<file path="config.mk">
export PLATFORM = sky130hd
export DESIGN_NAME = hwd_front
export DESIGN_NICKNAME = d
export VERILOG_FILES = /design/src/hw/rtl/hwd_pkg.sv /design/src/hw/rtl/hwd_front.sv
export SDC_FILE = /design/constraint.sdc
export NUM_CORES = 1
export LEC_CHECK = 0
export BUFFER_PORTS_ARGS = -buffer_cell sky130_fd_sc_hd__buf_4
export CAP_MARGIN = 20
export CORE_MARGIN = 4
export CORE_UTILIZATION = 43
export DETAILED_ROUTE_END_ITERATION = 7
export PLACE_DENSITY_LB_ADDON = 0.2
export SYNTH_ARGS = -nofsm -noshare
export SYNTH_HDL_FRONTEND = slang
export SYNTH_SLANG_ARGS = --single-unit
</file>
<file path="constraint.sdc">
create_clock -name clock -period 1.8 [get_ports clock]
set_clock_uncertainty 0.2 [all_clocks]
set_input_delay 0.36 -clock clock [delete_from_list [all_inputs] [get_ports clock]]
set_output_delay 0.36 -clock clock [all_outputs]
set_load 0.02 [all_outputs]
</file>
<file path="src/hw/rtl/hwd_pkg.sv">
// hwd_pkg: request, response and queue entry types and codes for the word dictionary
// no dependencies
`default_nettype none

package hwd_pkg;

   localparam int unsigned WORD_LEN_W  = 6;
   localparam int unsigned HASH_W      = 32;
   localparam int unsigned COUNT_W     = 11;
   localparam int unsigned QUEUE_DEPTH = 4;

   localparam logic [1:0] OP_LOOKUP = 2'd0;
   localparam logic [1:0] OP_INSERT = 2'd1;
   localparam logic [1:0] OP_CLEAR  = 2'd2;

   localparam logic [1:0] STATUS_DONE      = 2'd0;
   localparam logic [1:0] STATUS_TOO_LONG  = 2'd1;
   localparam logic [1:0] STATUS_POOL_FULL = 2'd2;

   typedef struct packed {
      logic [1:0] op;
      logic [7:0] char_code;
      logic       last;
   } req_type;

   typedef struct packed {
      logic               found;
      logic [1:0]         status;
      logic [COUNT_W-1:0] word_count;
   } rsp_type;

   // one classified character or a clear, passed from front to back
   typedef struct packed {
      logic                  is_clear;
      logic [7:0]            ch;
      logic                  keep;
      logic [WORD_LEN_W-1:0] idx;
      logic                  last;
      logic                  insert;
      logic [WORD_LEN_W-1:0] length;
      logic                  too_long;
      logic [HASH_W-1:0]     hash;
   } entry_type;

endpackage

`default_nettype wire

</file>
<file path="src/hw/rtl/hwd_front.sv">
// hwd_front: takes requests, lowercases lookups, hashes and counts the word
// depends on hwd_pkg
`default_nettype none

module hwd_front #(
   parameter int unsigned MAX_WORD = 45
) (
   input  wire                 clock,
   input  wire                 reset,
   input  wire                 req_valid,
   output logic                req_ready,
   input  hwd_pkg::req_type    req_data,
   input  wire                 queue_full,
   output logic                push,
   output hwd_pkg::entry_type  push_entry
);

   localparam int unsigned LW = $clog2(MAX_WORD + 1);

   logic [LW-1:0]              len_ff, len_in;
   logic [hwd_pkg::HASH_W-1:0] hash_ff, hash_in;
   logic                       too_long_ff, too_long_in;

   logic [7:0]                 c_low;
   logic [hwd_pkg::HASH_W-1:0] hash_nx;
   logic [LW-1:0]              len_nx;
   logic                       keep;
   logic                       accept;
   logic                       is_word_op;
   logic                       is_clear;

   assign req_ready  = !queue_full;
   assign accept     = req_valid && req_ready;
   assign is_word_op = (req_data.op == hwd_pkg::OP_LOOKUP) || (req_data.op == hwd_pkg::OP_INSERT);
   assign is_clear   = (req_data.op == hwd_pkg::OP_CLEAR);
   assign push       = accept && (is_word_op || is_clear);

   always_comb begin
      c_low = req_data.char_code;
      if (req_data.op == hwd_pkg::OP_LOOKUP && req_data.char_code >= 8'h41
          && req_data.char_code <= 8'h5A) begin
         c_low = req_data.char_code + 8'd32;
      end
      hash_nx = {hash_ff[hwd_pkg::HASH_W-3:0], 2'b00} ^ {24'd0, c_low};
      keep    = len_ff < LW'(MAX_WORD);
      len_nx  = keep ? len_ff + LW'(1) : len_ff;
   end

   always_comb begin
      push_entry          = '0;
      push_entry.is_clear = is_clear;
      push_entry.ch       = c_low;
      push_entry.keep     = keep;
      push_entry.idx      = hwd_pkg::WORD_LEN_W'(len_ff);
      push_entry.last     = req_data.last;
      push_entry.insert   = (req_data.op == hwd_pkg::OP_INSERT);
      push_entry.length   = hwd_pkg::WORD_LEN_W'(len_nx);
      push_entry.too_long = too_long_ff || !keep;
      push_entry.hash     = hash_nx;
   end

   always_comb begin
      len_in      = len_ff;
      hash_in     = hash_ff;
      too_long_in = too_long_ff;
      if (accept) begin
         if (is_clear || (is_word_op && req_data.last)) begin
            len_in      = '0;
            hash_in     = '0;
            too_long_in = 1'b0;
         end else if (is_word_op) begin
            len_in      = len_nx;
            hash_in     = hash_nx;
            too_long_in = too_long_ff || !keep;
         end
      end
   end

   always_ff @(posedge clock) begin
      if (reset) begin
         len_ff      <= '0;
         hash_ff     <= '0;
         too_long_ff <= 1'b0;
      end else begin
         len_ff      <= len_in;
         hash_ff     <= hash_in;
         too_long_ff <= too_long_in;
      end
   end

endmodule

`default_nettype wire

</file>
Yosys cells after proc, flatten, opt, wreduce, memory -nomap -nowiden
Index checks and enable logic that the tools add are counted.
{ "word_totals": {"ff_bits": 37, "inputBits": 15, "wordCells": 33} }
{ "classes": {"addsub": 2, "order_cmp": 3, "n_eq_ne": 2, "muxes": 8, "bitwise": 1, "reduce_logical": 14} }
{ "op_table": {"columns": ["cell", "n"], "rows": [
  ["2-to-1 mux 30 bit", 2],
  ["bitwise XOR 32 x 8 -> 32 bit", 1],
  ["2-to-1 mux 6 bit", 3],
  ["adder 8 x 6 -> 8 bit (second input constant)", 1],
  ["greater-or-equal comparator 8 x 7 -> 1 bit (second input constant)", 1],
  ["less-or-equal comparator 8 x 7 -> 1 bit (second input constant)", 1],
  ["2-to-1 mux 8 bit", 1],
  ["adder 6 x 1 -> 6 bit (second input constant)", 1],
  ["less-than comparator 6 bit (second input constant)", 1],
  ["logical AND 1 bit", 5],
  ["logical OR 1 bit", 4],
  ["equality test 2 x 1 -> 1 bit (second input constant)", 1],
  ["equality test 2 bit (second input constant)", 1],
  ["logical NOT 1 bit", 2],
  ["logical NOT 2 bit", 1],
  ["2-to-1 mux 1 bit", 2],
  ["AND reduction 2 bit", 1],
  ["nonzero test 2 bit", 1]
]} }

Longest topological paths before layout
{ "logic_depth": {"ltp_word": 7, "mapped_depth": 7, "mapped_depth_nobuf": 7} }

Worst setup path before layout
OpenSTA, ideal clock, no wires.
{ "synth_timing": {"path_type": "reg2out", "startpoint": "register len_ff[0]", "endpoint": "output push_entry[36] (netlist bit)", "t_arrival_ps": 1807, "required_ps": 1240, "slack_ps": -567, "path_stages_with_launch": 7, "cell_sequence": "dfxtp_1 > inv_1 > ha_1 > and3b_1 > o21ai_1 > nand4_1 > xnor2_1"} }
{ "synth_rtl": {"columns": ["item", "line", "rtl"], "rows": [
  ["start, declared", "hwd_front.sv:20", "logic [LW-1:0] len_ff, len_in;"],
  ["start signal, assigned", "hwd_front.sv:85", "len_ff <= len_in;"],
  ["end, declared", "hwd_front.sv:15", "output hwd_pkg::entry_type push_entry"]
]} }

==> impl_metrics.toml <==
[outcome]
status = "complete, but fails checks"
violations = "setup timing"

[route]
antenna_left = 0
drt-total-wl_mm = 5.12
via_count = 1764
first_iter_violations = 90
dr.pass1.iters = 4
wl_per_cell_um = 14.9
drc = 0
avgViaCountPerCell = 5.14

[clocking]
cts_tree = "yes"
clock-sinks = 37
cts_root_buf = "clkbuf_8"
clk-insertion-delay-late_ns = 0.28
clk_pin_slew_ns = 0.07
cts.path.max_buffers = 2
htreeDepth = 2
numCtsBuffers = 5

[synthesis]
ys_seq_area_share_pct = 39.6
synth.net_count = 229
synth_compound_area_share_pct = 19.9
synthMuxAreaShare_pct = 0.602
synth_simple_gate_area_share_pct = 15.3
synth_seq_cells = 37
synth_top_family_by_area = "compound AO/OA/AOI/OAI gates"
synthAdderAreaFrac_pct = 2.01
synth-xor-area-share_pct = 4.21
synth.area.top_cells = "dfxtp_1 (40%), buf_4 (14%), a22oi_1 (12%)"
synth_area_leader_cell = "dfxtp_1"
syn_area_per_cell_um2 = 8.87
postSynthCellCount = 211
yosysWarnings = 0
ys_types = 36
synth_top_area_share_pct = 39.6
synth_area_um2 = 1870

[global_routing]
met3_usage_pct = 4.73
first_global_vias = 1730
antenna_found_initial = 0
top_usage_layer = "met2"
grt_use_met2_pct = 34.4
grt_pass1_wl_mm = 8.05
grt_max_degree = 34
gr-usage-met1_pct = 21.8
grtUsageTotal_pct = 18.8
overflow = 0

[floorplan]
row_count = 23
die_y_um = 74.0
die_w_um = 74.0
initial_core_util_pct = 45.5
dieArea_um2 = 5470
io_pins = 74
coreArea_um2 = 4120

[worst_hold_path]
hold_path.class = "in -> reg"

[setup_path]
critPathBufInv = 2
cp.required_ns = 1.24
end_kind = "output port"
path_delay_family = "simple AND/OR/NAND/NOR gates"
cp_slowest_cell = "dfxtp_4"
slowest_delay_ns = 0.36
start_kind = "flop"
timing.critical_path.cells = "inv_4 -> ha_4 -> and3b_2 -> o21ai_4 -> nand4_1 -> xnor2_2 -> buf_4"
reg2reg_slack_ns = -0.13
path_class = "reg -> out"
arrival_ns = 1.76
worstPathMaxFanout = 5

[power]
power_density_nw_per_um2 = 560
ir_worst_vdd_mv = 0.449
power_leakage_nw = 1.34

[finish]
final_util_pct = 72.4
layout.cells.most_common_list = "buf_4 (95), dfxtp_1 (34), nor2_1 (32)"
final_common_cell = "buf_4"
syn_to_final_growth_pct = 59.2
diodes = 0
nets = 310
drive_gt1_share_pct = 56.7
fin_area_um2 = 2980

[sta]
setup_viol_count_final = 21
rsz0062_at_grt = "true"
slew_headroom_pct = 73.6
slew_viol_final = 0
worst_pin_slew_ns = 0.395
fin_crit_ns = 2.32
hold_viol = 0
fmax_mhz = 431
worst_slack_ns = -0.521
period_share_pct = 129

[placement]
post-place-ws_ns = -0.508
port_buffers = 73
placed_area_um2 = 2580
dpl.hpwl_mm = 3.43
gp_congestion = 0.789

[run]
cap_violations = 0
routing by layer:
metal | wire length [µm] | share of wire [%] | vias to the layer above
met3 | 336 | 6.6 | 4
met4 | 29 | 0.57 | 0
met1 | 2100 | 41 | 838
li1 | - | - | 865
met5 | 0 | 0 | -
met2 | 2660 | 52 | 57
worst paths after layout:
path / cells past startpoint / endpoint / start
min: 2 / len_ff[0] / reset
max: 7 / push_entry[36] / len_ff[1]
min reg2reg: 2 / too_long_ff / too_long_ff
max reg2reg: 8 / len_ff[1] / len_ff[1]
cells by family after synthesis:
| logic type | count (synthesis) |
|---|---|
| muxes | 1 |
| buffers and inverters | 52 |
| DFF | 37 |
| AOI/OAI and AO/OA | 49 |
| xor gates and xnor gates | 9 |
| adders and majority gates | 3 |
| and+or+nand+nor | 60 |
synthesized netlist by cell type, drive strengths merged:
cell type  count
a21oi          3
a32o           2
inv            7
o21bai         3
nand3b         1
nor3           3
xor2           5
clkbuf         9
a311oi         1
a21o           1
nand2          6
or4            2
nor2b          2
o41ai          1
nand3          6
a22oi         30
and3b          1
o311ai         1
nand4          2
o221ai         2
buf           36
nand2b         3
nor2          32
or2b           1
dfxtp         37
o21ai          5
xnor2          4
mux2           1
ha             3
or3            1
state kept, by name, indices dropped and copies added, names as in the netlist:
signal       flops
too_long_ff      1
len_ff           6
hash_ff         30
per-stage QoR:
stage / total power [mW] / setup TNS, ns / hold slack, ns / std cells
2_1_floorplan: 0.991 / -2.27 / 0.247 / 211
3_3_place_gp: 1.11 / -6.27 / 0.263 / 322
3_5_place_dp: 1.11 / -6.82 / 0.268 / 322
4_1_cts: 1.67 / -6.34 / 0.154 / 342
5_1_grt: 1.74 / -7.23 / 0.171 / 343
6_report: 1.67 / -5.98 / 0.163 / 343
repair_timing:
item | in CTS | in global routing
pin swaps | 15 | 14
setup endpoints to repair | 20 | 24
setup buffers | 13 | 4
hold buffers | 0 | 0
resized for setup | 39 | 13
power breakdown:
part | switching (mW) | internal [mW] | total [mW]
logic | 0.158 | 0.146 | 0.304
registers | 0.00565 | 0.820 | 0.826
clock network | 0.272 | 0.268 | 0.540
area by class of cell:
type,count,area (µm²)
clock inverters,2,10.0
inverters,7,31.3
clock buffers,6,72.6
multi-input cells,122,1060
well taps,50,62.6
flip-flops and latches,37,749
fillers,340,1130
repair buffers,119,996
Note: power is estimated with default switching activity, not from simulation.
