File: src/hw/rtl/hwd_pkg.sv
// hwd_pkg: request, response and queue entry types and codes for the word dictionary
// no dependencies
`default_nettype none

package hwd_pkg;

   localparam int unsigned WORD_LEN_W  = 6;
   localparam int unsigned HASH_W      = 32;
   localparam int unsigned COUNT_W     = 11;
   localparam int unsigned QUEUE_DEPTH = 4;

   localparam logic [1:0] OP_LOOKUP = 2'd0;
   localparam logic [1:0] OP_INSERT = 2'd1;
   localparam logic [1:0] OP_CLEAR  = 2'd2;

   localparam logic [1:0] STATUS_DONE      = 2'd0;
   localparam logic [1:0] STATUS_TOO_LONG  = 2'd1;
   localparam logic [1:0] STATUS_POOL_FULL = 2'd2;

   typedef struct packed {
      logic [1:0] op;
      logic [7:0] char_code;
      logic       last;
   } req_type;

   typedef struct packed {
      logic               found;
      logic [1:0]         status;
      logic [COUNT_W-1:0] word_count;
   } rsp_type;

   // one classified character or a clear, passed from front to back
   typedef struct packed {
      logic                  is_clear;
      logic [7:0]            ch;
      logic                  keep;
      logic [WORD_LEN_W-1:0] idx;
      logic                  last;
      logic                  insert;
      logic [WORD_LEN_W-1:0] length;
      logic                  too_long;
      logic [HASH_W-1:0]     hash;
   } entry_type;

endpackage

`default_nettype wire

File: src/hw/rtl/hwd_fifo.sv
// hwd_fifo: short queue of classified entries between front and back
// depends on hwd_pkg
`default_nettype none

module hwd_fifo (
   input  wire                 clock,
   input  wire                 reset,
   input  wire                 push,
   input  hwd_pkg::entry_type  push_entry,
   input  wire                 pop,
   output hwd_pkg::entry_type  pop_entry,
   output logic                full,
   output logic                empty
);

   localparam int unsigned PTR_W = $clog2(hwd_pkg::QUEUE_DEPTH);
   localparam int unsigned CNT_W = $clog2(hwd_pkg::QUEUE_DEPTH + 1);

   hwd_pkg::entry_type slot_ff [hwd_pkg::QUEUE_DEPTH];
   logic [PTR_W-1:0]   wr_ptr_ff, wr_ptr_in;
   logic [PTR_W-1:0]   rd_ptr_ff, rd_ptr_in;
   logic [CNT_W-1:0]   count_ff, count_in;

   assign full      = count_ff == CNT_W'(hwd_pkg::QUEUE_DEPTH);
   assign empty     = count_ff == '0;
   assign pop_entry = slot_ff[rd_ptr_ff];

   always_comb begin
      wr_ptr_in = push ? wr_ptr_ff + PTR_W'(1) : wr_ptr_ff;
      rd_ptr_in = pop ? rd_ptr_ff + PTR_W'(1) : rd_ptr_ff;
      count_in  = count_ff + CNT_W'(push) - CNT_W'(pop);
   end

   always_ff @(posedge clock) begin
      if (reset) begin
         wr_ptr_ff <= '0;
         rd_ptr_ff <= '0;
         count_ff  <= '0;
      end else begin
         wr_ptr_ff <= wr_ptr_in;
         rd_ptr_ff <= rd_ptr_in;
         count_ff  <= count_in;
      end
   end

   always_ff @(posedge clock) begin
      if (push) begin
         slot_ff[wr_ptr_ff] <= push_entry;
      end
   end

`ifndef ASSERT_OFF
   a_no_overflow: assert property (@(posedge clock) disable iff (reset) push |-> (!full || pop))
      else $error("queue written while full");
   a_no_underflow: assert property (@(posedge clock) disable iff (reset) pop |-> !empty)
      else $error("queue read while empty");
   a_count_bound: assert property (@(posedge clock) disable iff (reset)
      count_ff <= CNT_W'(hwd_pkg::QUEUE_DEPTH))
      else $error("queue count beyond depth");
`endif

endmodule

`default_nettype wire

File: config.mk
export PLATFORM = sky130hd
export DESIGN_NAME = hwd_fifo
export DESIGN_NICKNAME = d
export VERILOG_FILES = /design/src/hw/rtl/hwd_pkg.sv /design/src/hw/rtl/hwd_fifo.sv
export SDC_FILE = /design/constraint.sdc
export NUM_CORES = 1
export LEC_CHECK = 0
export ABC_CLOCK_PERIOD_IN_PS = 4900
export BUFFER_PORTS_ARGS = -buffer_cell sky130_fd_sc_hd__buf_4
export CORE_MARGIN = 3
export CORE_UTILIZATION = 40
export DETAILED_ROUTE_END_ITERATION = 7
export HOLD_SLACK_MARGIN = 0.12
export PLACE_DENSITY = 0.66
export SLEW_MARGIN = 5
export SYNTH_ARGS = -nofsm -noshare
export SYNTH_HDL_FRONTEND = slang
export SYNTH_SLANG_ARGS = --single-unit
File: constraint.sdc
create_clock -name clock -period 4.9 [get_ports clock]
set_input_delay 0.49 -clock clock [delete_from_list [all_inputs] [get_ports clock]]
set_output_delay 0.49 -clock clock [all_outputs]
set_load 0.01 [all_outputs]
After elaboration in Yosys (flattened, before gate mapping)
Memory sizes are Yosys's and may differ from the RTL's. A register that Yosys moved wholly into a read port is not among the register bits.
Index checks and enable logic that the tools add are counted.
- muxes and demuxes: 4
- equal/unequal tests: 1
- reductions and logical operators: 1
- add/sub/neg operators: 4
- operator list (operator ; count):
    2-bit by 1-bit adder with 2-bit output (second input constant) ; 2
    2-bit 2-to-1 mux ; 2
    3-bit by 1-bit adder with 3-bit output ; 1
    3-bit equality test (second input constant) ; 1
    3-bit logical NOT ; 1
    3-bit by 1-bit subtractor with 3-bit output ; 1
    1-bit 2-to-1 mux ; 2
- word-level logic and storage cells: 14
- RAM bits: 228
- input port bits: 61
- flip-flop bits (word level): 7
- memories kept: 1
- memory list (memory ; depth ; bits a word ; rd ports ; clocked after memory_dff ; write ports ; line ; RTL):
    slot_ff ; 4 ; 57 ; 1 ; 1 ; 1 ; hwd_fifo.sv:19 ; hwd_pkg::entry_type slot_ff [hwd_pkg::QUEUE_DEPTH];

Longest topological paths before layout
Gate-level depths: netlist of the first run.
- word-level depth: 3
- gate-level depth with buffers: 7
- depth with buffers taken out: 7

Worst setup path before layout of the first run
No wires, ideal clock.
- path kind: reg-to-reg
- start: reg wr_ptr_ff[0]
- end: mem slot_ff[2][0] (netlist bit) (enable)
- path slack: 2588 ps
- setup time: 421 ps
- data required time: 4479 ps
- data arrival time: 1891 ps
- cell stages (with the launch flop): 4
- cells stage by stage: dfxtp_1 -> inv_1 -> ha_1 -> and2_1
- RTL lines (item ; line ; RTL):
    start, declared ; hwd_fifo.sv:20 ; logic [PTR_W-1:0] wr_ptr_ff, wr_ptr_in;
    start signal, assigned ; hwd_fifo.sv:40 ; wr_ptr_ff <= wr_ptr_in;
    end, declared ; hwd_fifo.sv:19 ;
No word-level cell before the write port.

==> flow_metrics.env, run 1 <==
export IMPL_pwr_density_cell_nw_per_um2=436.7
export IMPL_ys_top_cells_by_count="228 x edfxtp_1, 57 x mux4_2, 9 x dfxtp_1, 6 x ha_1, 6 x inv_1"
export IMPL_detailed_route_wire_length_per_cell_um=20.01
export IMPL_via_count_of_the_first_global_routing_pass=4391
export IMPL_ys_warn_count=0
export IMPL_syn_area_per_cell_um2=25.54
export IMPL_p_sw_frac=0.2088
export IMPL_design_final_nets=541
export IMPL_postSynth_topFlopCell="edfxtp_1"
export IMPL_die_w_um=153.1
export IMPL_worst_setup_path_end_kind="output pin"
export IMPL_power_internal_mw=3.668
export IMPL_numCtsBuffers=24
export IMPL_ys_seq_elements=237
export IMPL_synth_cell_area_um2=8657
export IMPL_floorplan_die_area_um2=23440
export IMPL_violation_count_after_the_first_detailed_route_iteration=210
export IMPL_clkLatencyLatePin_ns=0.50
export IMPL_wl_um=15290
export IMPL_area_growth_pct=22.62
export IMPL_final_period_utilization=0.6347
export IMPL_cts_buffer_depth=3
export IMPL_root_buffer_selected_by_cts="clkbuf_16"
export IMPL_vdd_ir_drop_max_v=0.0003181
export IMPL_power_frac_comb=0.096
export IMPL_placeableCoreArea_um2=21150
export IMPL_post_cts_resized_instances=0
export IMPL_leakage_component_of_the_power_nw=3.570
export IMPL_synth_edf_count=228
export IMPL_worst_ep_arrival_time_ns=2.62
export IMPL_status="complete, no violations"
export IMPL_power_clock_fraction=0.388
export IMPL_clk_pin_slew_worst_paths_ns=0.06
export IMPL_first_pass_iters=4
export IMPL_critPathLaunchType="flip-flop"
export IMPL_grt_antenna_before_repair=0
export IMPL_postCtsSetupRepairBufs=0
export IMPL_proportion_of_power_drawn_by_flip_flops_and_latches=0.515
export IMPL_io_pin_count=120
export IMPL_drive_above_1_share=0.4458
export IMPL_drc_errors=0
export IMPL_globalRouteOverflowTotal=0
export IMPL_post_cts_hold_buffer_count=0
export IMPL_maxSlewHeadroom=0.3970
export IMPL_synth_seq_area_share=0.8117
export IMPL_synthArstFlopShare=0
export IMPL_grt_start_max_net_pins=58
export IMPL_post_route_min_period_ns=3.110
export IMPL_ant_nets=0
export IMPL_yosys_top_cells_area="edfxtp_1 79%, mux4_2 15%, dfxtp_1 2.1%"
export IMPL_viasPerCell=5.031
export IMPL_hold_class="in -> reg"
export IMPL_synth_cells=339
export IMPL_tritoncts="yes"
export IMPL_finClkSkew_ns=0.008624
export IMPL_via_total_after_detailed_routing=3844
export IMPL_netSwitchingPower_mw=0.9681
export IMPL_start_util=0.4092
export IMPL_port_buffer_count=119
export IMPL_die_h_um=153.1
export IMPL_clock_fmax_mhz=321.5
export IMPL_slew_viol_final=0
export IMPL_path_type_of_the_worst_setup_path="reg -> out"
export IMPL_synth_top_cell_area_share=0.7909
export IMPL_core_rowCount=53
export IMPL_clkSinkCount=237
export IMPL_cp_required_ns=4.41
export IMPL_synth_largest_area_cell="edfxtp_1"
export IMPL_track_usage=0.1311
export IMPL_clock_tree_htree_level_count=1
export IMPL_rsz0062_at_grt="false"
export IMPL_synthDistinctLibCells=21
export IMPL_synthMostInstantiatedCell="edfxtp_1"
export IMPL_place_hpwl_um=8663
export IMPL_global_route_wire_length_before_repair_um=24370
export IMPL_globalplace_congestion=0.6795
export IMPL_setup_tns_final_ns=0
export IMPL_path_max_fanout=42
export IMPL_timing_final_setup_violations=0
export IMPL_num_antenna_cells=0
export IMPL_hold_violations=0
export IMPL_maxCapViolations=0
export IMPL_synthesis_nets=407
export IMPL_total_power_mw=4.636
export IMPL_worst_tran_pin_value_ns=0.9045
## stage by stage
step / setup slack (ns) / instance area, µm² / util / hold WS (ns) / cells
2_1_floorplan: 2.588 / 8657 / - / 0.4918 / 339
3_3_place_gp: 2.249 / 9832 / 0.4648 / 0.4957 / 722
3_5_place_dp: 2.181 / 9832 / 0.4648 / 0.5428 / 722
4_1_cts: 1.637 / 10620 / 0.5018 / 0.1538 / 764
5_1_grt: 1.530 / 10620 / 0.5018 / 0.1667 / 764
6_report: 1.790 / 10620 / 0.5018 / 0.1823 / 764
## layer usage
layer,track usage,share of wire,vias to the layer above
met3,0.03058,0.053,28
li1,-,-,1710
met4,0.03988,0.026,0
met5,0,0,-
met2,0.2207,0.51,100
met1,0.1714,0.41,2006
## worst max-delay path, stage by stage (launching register included)
cell and delay [ns]:
dfxtp_4 0.91, buf_4 0.45, mux4_2 0.57, buf_4 0.16
## cell usage in the layout, fill, tap and decap left out, drive strengths merged, types with 3 or more instances in the layout
cell type,count
mux4,57
buf,120
clkinv,6
dfxtp,9
inv,6
edfxtp,228
clkinvlp,3
clkbuf,30
ha,6
bufinv,3
and2,4
nor2,5
## worst paths after layout
kind	to	start	depth (start not counted)	slack, ns
worst min register to register	wr_ptr_ff[1]$_SDFFE_PP0P_	wr_ptr_ff[1]$_SDFFE_PP0P_	2	0.55
worst min-delay path	slot_ff[3][16]$_DFFE_PP_	push_entry[16]	1	0.18
worst max register to register	slot_ff[0][37]$_DFFE_PP_	wr_ptr_ff[0]$_SDFFE_PP0P_	3	3.14
worst max-delay path	pop_entry[55]	flip-flop	3	1.79
## power by group through the flow
stage               clock network, mW  logic (mW)  registers (mW)
global placement                    0       0.445            2.43
CTS                              1.85       0.461            2.39
detailed placement                  0       0.459            2.44
global route                     1.93       0.487            2.40
floorplan                           0       0.269            2.39
finish                           1.80       0.447            2.39
## cell families after synthesis
logic type | share of synthesized area
DFF | 0.8117
muxes | 0.1494
buffers and inverters | 0.01272
and+or+nand+nor | 0.008672
adders and majority gates | 0.01098
xor gates and xnor gates | 0.004770
AOI/OAI and AO/OA | 0.001734
## final cells by class
| cell class | count | area, µm² |
|---|---|---|
| clock buffers | 30 | 644.4 |
| clock inverters | 12 | 138.9 |
| fillers | 1674 | 10540 |
| inverters | 6 | 22.52 |
| multi-input cells | 84 | 1530 |
| flip-flops and latches | 237 | 7034 |
| well taps | 275 | 344.1 |
| repair buffers | 120 | 900.9 |
## flip-flops by register name, indices dropped and copies added (netlist names), named ones only
| name | count |
|---|---|
| count_ff | 3 |
| slot_ff | 228 |
| rd_ptr_ff | 2 |
| wr_ptr_ff | 2 |
Power figures use the tool's default switching activity.
==> inputs of run 2 (changes only) <==
--- a/config.mk
+++ b/config.mk
@@ -5,7 +5,8 @@
 export SDC_FILE = /design/constraint.sdc
 export NUM_CORES = 1
 export LEC_CHECK = 0
-export ABC_CLOCK_PERIOD_IN_PS = 4900
+export ABC_AREA = 1
+export ABC_CLOCK_PERIOD_IN_PS = 2900
 export BUFFER_PORTS_ARGS = -buffer_cell sky130_fd_sc_hd__buf_4
 export CORE_MARGIN = 3
 export CORE_UTILIZATION = 40
==> constraint.sdc (replaced) <==
create_clock -name clock -period 2.9 [get_ports clock]
set_input_delay 0.29 -clock clock [delete_from_list [all_inputs] [get_ports clock]]
set_output_delay 0.29 -clock clock [all_outputs]
set_load 0.01 [all_outputs]
==> run 2 against run 1 <==
First-iteration DRC count up 58%. Non-clock buffer count up 71. Cell count up 61%. Highest routed layer unchanged. Largest power group unchanged. Sequential share of layout area down 7.9 points. Synthesized area up 8.8%. Setup slack worse by 1.3 ns.
==> flow_metrics.env, run 2 <==
export IMPL_status="complete, no violations"
export IMPL_crit_path_top_cell_by_count="buf_4"
export IMPL_grt_antenna_before_repair=0
export IMPL_postSynth_topFlopCell="edfxtp_1"
export IMPL_num_antenna_cells=0
export IMPL_worst_tran_pin_value_ns=0.5233
export IMPL_hold_class="reg -> reg"
export IMPL_max_ffs_per_register=228
export IMPL_fillers=1929
export IMPL_synth_top_cell_area_share=0.7267
export IMPL_synthesis_nets=790
export IMPL_ys_seq_elements=237
export IMPL_fin_util=0.5259
export IMPL_clock_tree_htree_level_count=1
export IMPL_postCtsSetupRepairBufs=0
export IMPL_final_common_cell="edfxtp_1"
export IMPL_violation_count_after_the_first_detailed_route_iteration=331
export IMPL_detailed_route_wire_length_per_cell_um=14.91
export IMPL_via_total_after_detailed_routing=5768
export IMPL_leakage_component_of_the_power_nw=4.726
export IMPL_placeableCoreArea_um2=22920
export IMPL_maxSlewHeadroom=0.6506
export IMPL_path_max_fanout=48
export IMPL_clock_fmax_mhz=420.1
export IMPL_drive_above_1_share=0.1891
export IMPL_clkSinkCount=237
export IMPL_cp_num_buf_inv=2
export IMPL_delay_contributed_by_the_slowest_stage_of_the_critical_path_ns=0.62
export IMPL_ys_top_cells_by_count="228 x edfxtp_1, 131 x inv_1, 122 x nand2_1, 62 x a21oi_1, 57 x o211ai_1"
export IMPL_die_w_um=159.5
export IMPL_core_rowCount=55
export IMPL_synth_cells=722
export IMPL_critical_path_top_delay_family="buffers and inverters"
export IMPL_yosys_top_cells_area="edfxtp_1 73%, inv_1 5.2%, nand2_1 4.9%"
export IMPL_critPathLaunchType="flip-flop"
export IMPL_track_usage=0.1408
export IMPL_syn_area_per_cell_um2=13.05
export IMPL_finish_instance_area_um2=12050
export IMPL_synthDistinctLibCells=17
export IMPL_ant_nets=0
export IMPL_grt_start_max_net_pins=81
export IMPL_worst_setup_path_end_kind="output pin"
export IMPL_setup_tns_final_ns=0
export IMPL_numCtsBuffers=25
export IMPL_tritoncts="yes"
export IMPL_synth_cell_area_um2=9422
export IMPL_total_power_mw=8.073
export IMPL_timing_final_setup_violations=0
export IMPL_rsz0062_at_grt="false"
export IMPL_preCtsSetupSlack_ns=1.040
export IMPL_clkLatencyLatePin_ns=0.51
export IMPL_root_buffer_selected_by_cts="clkbuf_16"
export IMPL_io_pin_count=120
export IMPL_die_h_um=159.5
export IMPL_globalplace_congestion=0.7114
export IMPL_most_used_cells_in_the_layout_excluding_fill_and_tap_cells="228 x edfxtp_1, 127 x inv_1, 125 x buf_4"
export IMPL_synthMostInstantiatedCell="edfxtp_1"
export IMPL_floorplan_die_area_um2=25430
export IMPL_layout_setup_ws_ns=0.5194
export IMPL_post_cts_resized_instances=0
export IMPL_synth_largest_area_cell="edfxtp_1"
export IMPL_max_flop_register="slot_ff"
export IMPL_area_growth_pct=27.92
export IMPL_first_pass_iters=4
export IMPL_port_buffer_count=119
export IMPL_cpMaxStageDelayCell="dfxtp_4"
export IMPL_cts_buffer_depth=3
export IMPL_synthArstFlopShare=0
export IMPL_finClkSkew_ns=0.007939
export IMPL_postPlaceCellArea_um2=10610
export IMPL_design_final_nets=970
export IMPL_viasPerCell=4.678
export IMPL_synth_edf_count=228
export IMPL_synth_seq_area_share=0.7458
export IMPL_post_route_min_period_ns=2.381
export IMPL_largest_registers="slot_ff (228), count_ff (3)"
export IMPL_via_count_of_the_first_global_routing_pass=5681
export IMPL_globalRouteOverflowTotal=0
export IMPL_maxCapViolations=0
export IMPL_vdd_ir_drop_max_v=0.0004115
export IMPL_pwr_density_cell_nw_per_um2=669.9
export IMPL_cp_required_ns=2.61
export IMPL_ys_warn_count=0
export IMPL_path_type_of_the_worst_setup_path="reg -> out"
export IMPL_worst_ep_arrival_time_ns=2.09
export IMPL_start_util=0.4111
export IMPL_drc_errors=0
export IMPL_clk_pin_slew_worst_paths_ns=0.06
export IMPL_slew_viol_final=0
export IMPL_global_route_wire_length_before_repair_um=29200
export IMPL_hold_violations=0
export IMPL_final_period_utilization=0.8209
export IMPL_cp_cell_sequence="buf_4 -> a21oi_1 -> o21ai_0 -> nand2_1 -> buf_4"
export IMPL_place_hpwl_um=11160
export IMPL_wl_um=18380
[run 2: cell types whose count changed after synthesis, moves of 11 or more]
| cell | before | now |
|---|---|---|
| nand2_1 | 0 | 122 |
| buf_2 | 4 | 17 |
| a21oi_1 | 1 | 62 |
| o211ai_1 | 0 | 57 |
| inv_1 | 6 | 131 |
| buf_4 | 2 | 13 |
| o21ai_1 | 0 | 38 |
| o21ai_0 | 0 | 23 |
| mux4_2 | 57 | 0 |
[run 2: metrics by stage]
stage	std cells	hold WS, ns
6_report	1233	0.4518
5_1_grt	1233	0.4940
4_1_cts	1233	0.4588
3_5_place_dp	1128	0.4422
3_3_place_gp	1128	0.4401
2_1_floorplan	722	0.3612
[run 2: worst min-delay path, delay by kind of cell (launching register included)]
| kind | cells | cell delay [ns] |
|---|---|---|
| AOI/OAI and AO/OA | 1 | 0.06 |
| buffers and inverters | 1 | 0.06 |
| DFF | 1 | 0.30 |
[run 2: area by class of cell]
type | instances | area, µm² | area share
multi-input cells | 316 | 1630 | 0.1353
well taps | 313 | 391.6 | 0.03250
clock buffers | 32 | 681.9 | 0.05658
inverters | 131 | 491.7 | 0.04080
clock inverters | 13 | 162.7 | 0.01350
flip-flops and latches | 237 | 7034 | 0.5837
repair buffers | 191 | 1659 | 0.1377
[run 2: cells by family after synthesis]
family	after synthesis	share of synthesized area
DFF	237	0.7458
and+or+nand+nor	128	0.05126
adders and majority gates	7	0.01009
AOI/OAI and AO/OA	181	0.1117
buffers and inverters	169	0.08114
[run 2: timing repair]
action	in CTS	in global routing
hold buffers	60	0
setup endpoints to repair	0	0
endpoints found under the hold margin	237	0
[run 2: per-layer routing]
layer | vias up | GRT usage | wire, µm
met2 | 152 | 0.2311 | 8633
met3 | 27 | 0.03356 | 1051
met4 | 0 | 0.03104 | 278
met5 | - | 0 | 0
met1 | 2736 | 0.1920 | 8419
li1 | 2853 | - | -
[run 2: final timing paths]
check | from | to | slack, ns | cells past startpoint
worst min-delay path | rd_ptr_ff[1]$_SDFFE_PP0P_ | flip-flop | 0.45 | 2
worst min register to register | rd_ptr_ff[1]$_SDFFE_PP0P_ | flip-flop | 0.45 | 2
worst max-delay path | flip-flop | pop_entry[3] | 0.52 | 5
worst max register to register | wr_ptr_ff[0]$_SDFFE_PP0P_ | slot_ff[0][17]$_DFFE_PP_ | 1.19 | 5
[run 2: power by group]
group | leakage (nW) | internal, mW | switching [mW]
Sequential | 2.17 | 3.91 | 0.0622
Clock | 0.415 | 2.01 | 1.22
Combinational | 2.14 | 0.390 | 0.484
==> inputs of run 3 (changes only) <==
--- a/config.mk
+++ b/config.mk
@@ -6,13 +6,13 @@
 export NUM_CORES = 1
 export LEC_CHECK = 0
 export ABC_AREA = 1
-export ABC_CLOCK_PERIOD_IN_PS = 2900
+export ABC_CLOCK_PERIOD_IN_PS = 2100
 export BUFFER_PORTS_ARGS = -buffer_cell sky130_fd_sc_hd__buf_4
 export CORE_MARGIN = 3
 export CORE_UTILIZATION = 40
 export DETAILED_ROUTE_END_ITERATION = 7
 export HOLD_SLACK_MARGIN = 0.12
-export PLACE_DENSITY = 0.66
+export PLACE_DENSITY = 0.68
 export SLEW_MARGIN = 5
 export SYNTH_ARGS = -nofsm -noshare
 export SYNTH_HDL_FRONTEND = slang
==> constraint.sdc (replaced) <==
create_clock -name clock -period 2.1 [get_ports clock]
set_input_delay 0.21 -clock clock [delete_from_list [all_inputs] [get_ports clock]]
set_output_delay 0.21 -clock clock [all_outputs]
set_load 0.01 [all_outputs]
==> run 3 against run 2 <==
First-iteration DRC count decreased by 18%. Setup slack got worse by 0.37 ns. Critical path depth unchanged. Count of clock-buffer cells in the layout down 1. Via count about the same. Largest power group unchanged. Non-clock buffer count up 6. Worst hold slack got worse by 0.022 ns.
==> flow_metrics.env, run 3 (same netlist as run 2, synthesis figures left out) <==
export IMPL_numCtsBuffers=25
export IMPL_cp_required_ns=1.89
export IMPL_clkSinkCount=237
export IMPL_final_period_utilization=0.9286
export IMPL_violation_count_after_the_first_detailed_route_iteration=272
export IMPL_first_pass_iters=5
export IMPL_start_util=0.4111
export IMPL_wl_um=18800
export IMPL_cts_buffer_depth=3
export IMPL_worst_tran_pin_value_ns=0.4281
export IMPL_drive_above_1_share=0.1944
export IMPL_die_w_um=159.5
export IMPL_design_final_nets=976
export IMPL_timing_rr_start="wr_ptr_ff[0]$_SDFFE_PP0P_"
export IMPL_path_max_fanout=68
export IMPL_area_growth_pct=28.49
export IMPL_proportion_of_power_drawn_by_flip_flops_and_latches=0.500
export IMPL_worst_setup_path_end_kind="output pin"
export IMPL_drc_errors=0
export IMPL_max_ffs_per_register=228
export IMPL_post_route_min_period_ns=1.950
export IMPL_worst_r2r_setup_slack_ns=0.37
export IMPL_p_sw_frac=0.2218
export IMPL_via_total_after_detailed_routing=5771
export IMPL_setup_tns_final_ns=0
export IMPL_critical_path_reg2reg_endpoint="slot_ff[0][6]$_DFFE_PP_"
export IMPL_largest_registers="slot_ff (228), count_ff (3)"
export IMPL_via_count_of_the_first_global_routing_pass=5724
export IMPL_tritoncts="yes"
export IMPL_globalRouteOverflowTotal=0
export IMPL_total_power_mw=10.95
export IMPL_status="complete, no violations"
export IMPL_track_usage=0.1395
export IMPL_port_buffer_count=119
export IMPL_clk_pin_slew_worst_paths_ns=0.06
export IMPL_leakage_component_of_the_power_nw=4.736
export IMPL_final_common_cell="edfxtp_1"
export IMPL_ant_nets=0
export IMPL_place_hpwl_um=10840
export IMPL_globalplace_congestion=0.7085
export IMPL_detailed_route_wire_length_per_cell_um=15.18
export IMPL_power_internal_mw=8.519
export IMPL_clkLatencyLatePin_ns=0.50
export IMPL_max_flop_register="slot_ff"
export IMPL_cp_endpoint="pop_entry[33]"
export IMPL_finClkSkew_ns=0.007499
export IMPL_maxSlewHeadroom=0.7140
export IMPL_core_rowCount=55
export IMPL_clock_fmax_mhz=512.8
export IMPL_power_clock_fraction=0.385
export IMPL_viasPerCell=4.658
export IMPL_placeableCoreArea_um2=22920
export IMPL_floorplan_die_area_um2=25430
export IMPL_maxCapViolations=0
export IMPL_hold_violations=0
export IMPL_rsz0062_at_grt="false"
export IMPL_path_type_of_the_worst_setup_path="reg -> out"
export IMPL_num_antenna_cells=0
export IMPL_die_h_um=159.5
export IMPL_timing_final_setup_violations=0
export IMPL_worst_ep_arrival_time_ns=1.74
export IMPL_vdd_ir_drop_max_v=0.0006147
export IMPL_clock_tree_htree_level_count=1
export IMPL_grt_start_max_net_pins=136
export IMPL_io_pin_count=120
export IMPL_netSwitchingPower_mw=2.427
export IMPL_grt_antenna_before_repair=0
export IMPL_worst_hold_slack_ns=0.4296
export IMPL_slew_viol_final=0
export IMPL_hold_class="in -> reg"
export IMPL_power_frac_comb=0.115
export IMPL_global_route_wire_length_before_repair_um=29120
export IMPL_root_buffer_selected_by_cts="clkbuf_16"
export IMPL_pwr_density_cell_nw_per_um2=904.2
export IMPL_critPathLaunchType="flip-flop"
export IMPL_most_used_cells_in_the_layout_excluding_fill_and_tap_cells="228 x edfxtp_1, 127 x inv_1, 127 x buf_4"
export IMPL_logic_depth_of_the_worst_register_to_register_path=5
-- run 3: timing repair --
action | 4_1_cts | 5_1_grt
setup endpoints to repair | 1 | 29
gates cloned | 0 | 1
buffers inserted | 1 | 0
pin swaps | 0 | 0
hold buffers | 60 | 0
endpoints found under the hold margin | 237 | 0
resized for setup | 0 | 1
-- run 3: layer usage --
metal / routed length [µm] / vias to the layer above / part of all wire / global-route usage
met5: 0 / - / 0 / 0
met4: 318 / 0 / 0.017 / 0.03462
met3: 819 / 21 / 0.044 / 0.02810
met2: 9146 / 124 / 0.49 / 0.2390
met1: 8518 / 2755 / 0.45 / 0.1832
li1: - / 2871 / - / -
-- run 3: area by class of cell --
type	instances	area [µm²]
Clock buffer	31	648.1
Clock inverter	14	143.9
Fill cell	1884	10810
Inverter	131	499.2
Multi-Input combinational cell	316	1630
Sequential cell	237	7034
Tap cell	313	391.6
Timing Repair Buffer	197	1758
-- run 3: per-stage QoR --
step | util | cells | cell area (µm²) | setup WS [ns]
3_5_place_dp | 0.4656 | 1132 | 10670 | 0.3379
6_report | 0.5283 | 1239 | 12110 | 0.1500
2_1_floorplan | - | 722 | 9429 | 0.01275
4_1_cts | 0.5268 | 1238 | 12070 | 0.01767
5_1_grt | 0.5283 | 1239 | 12110 | 0.02142
3_3_place_gp | 0.4656 | 1132 | 10670 | 0.3539
-- run 3: power by group through the flow --
| stage | registers, mW | logic (mW) | clock network [mW] |
|---|---|---|---|
| final | 5.47 | 1.26 | 4.22 |
| after global routing | 5.49 | 1.40 | 4.51 |
| after CTS | 5.47 | 1.26 | 4.32 |
| after detailed placement | 5.58 | 1.16 | 0 |
| after global placement | 5.57 | 1.14 | 0 |
| after floorplan | 5.55 | 0.624 | 0 |
-- run 3: worst min-delay path by stage --
stage / start / end / slack (ns) / cells after the start
after detailed placement: reset / count_ff[1]$_SDFF_PP0_ / 0.40 / 2
final: reset / count_ff[1]$_SDFF_PP0_ / 0.43 / 3
after floorplan: reset / count_ff[0]$_SDFF_PP0_ / 0.28 / 1
after global routing: reset / count_ff[0]$_SDFF_PP0_ / 0.42 / 3
after global placement: reset / count_ff[1]$_SDFF_PP0_ / 0.39 / 2
after CTS: reset / count_ff[1]$_SDFF_PP0_ / 0.41 / 3
-- run 3: worst max-delay path, cell delays in order, from the launching register on --
cell,delay [ns]
dfxtp_4,0.42
buf_16,0.27
nand2_1,0.11
o211ai_1,0.11
nand2_1,0.13
buf_4,0.16
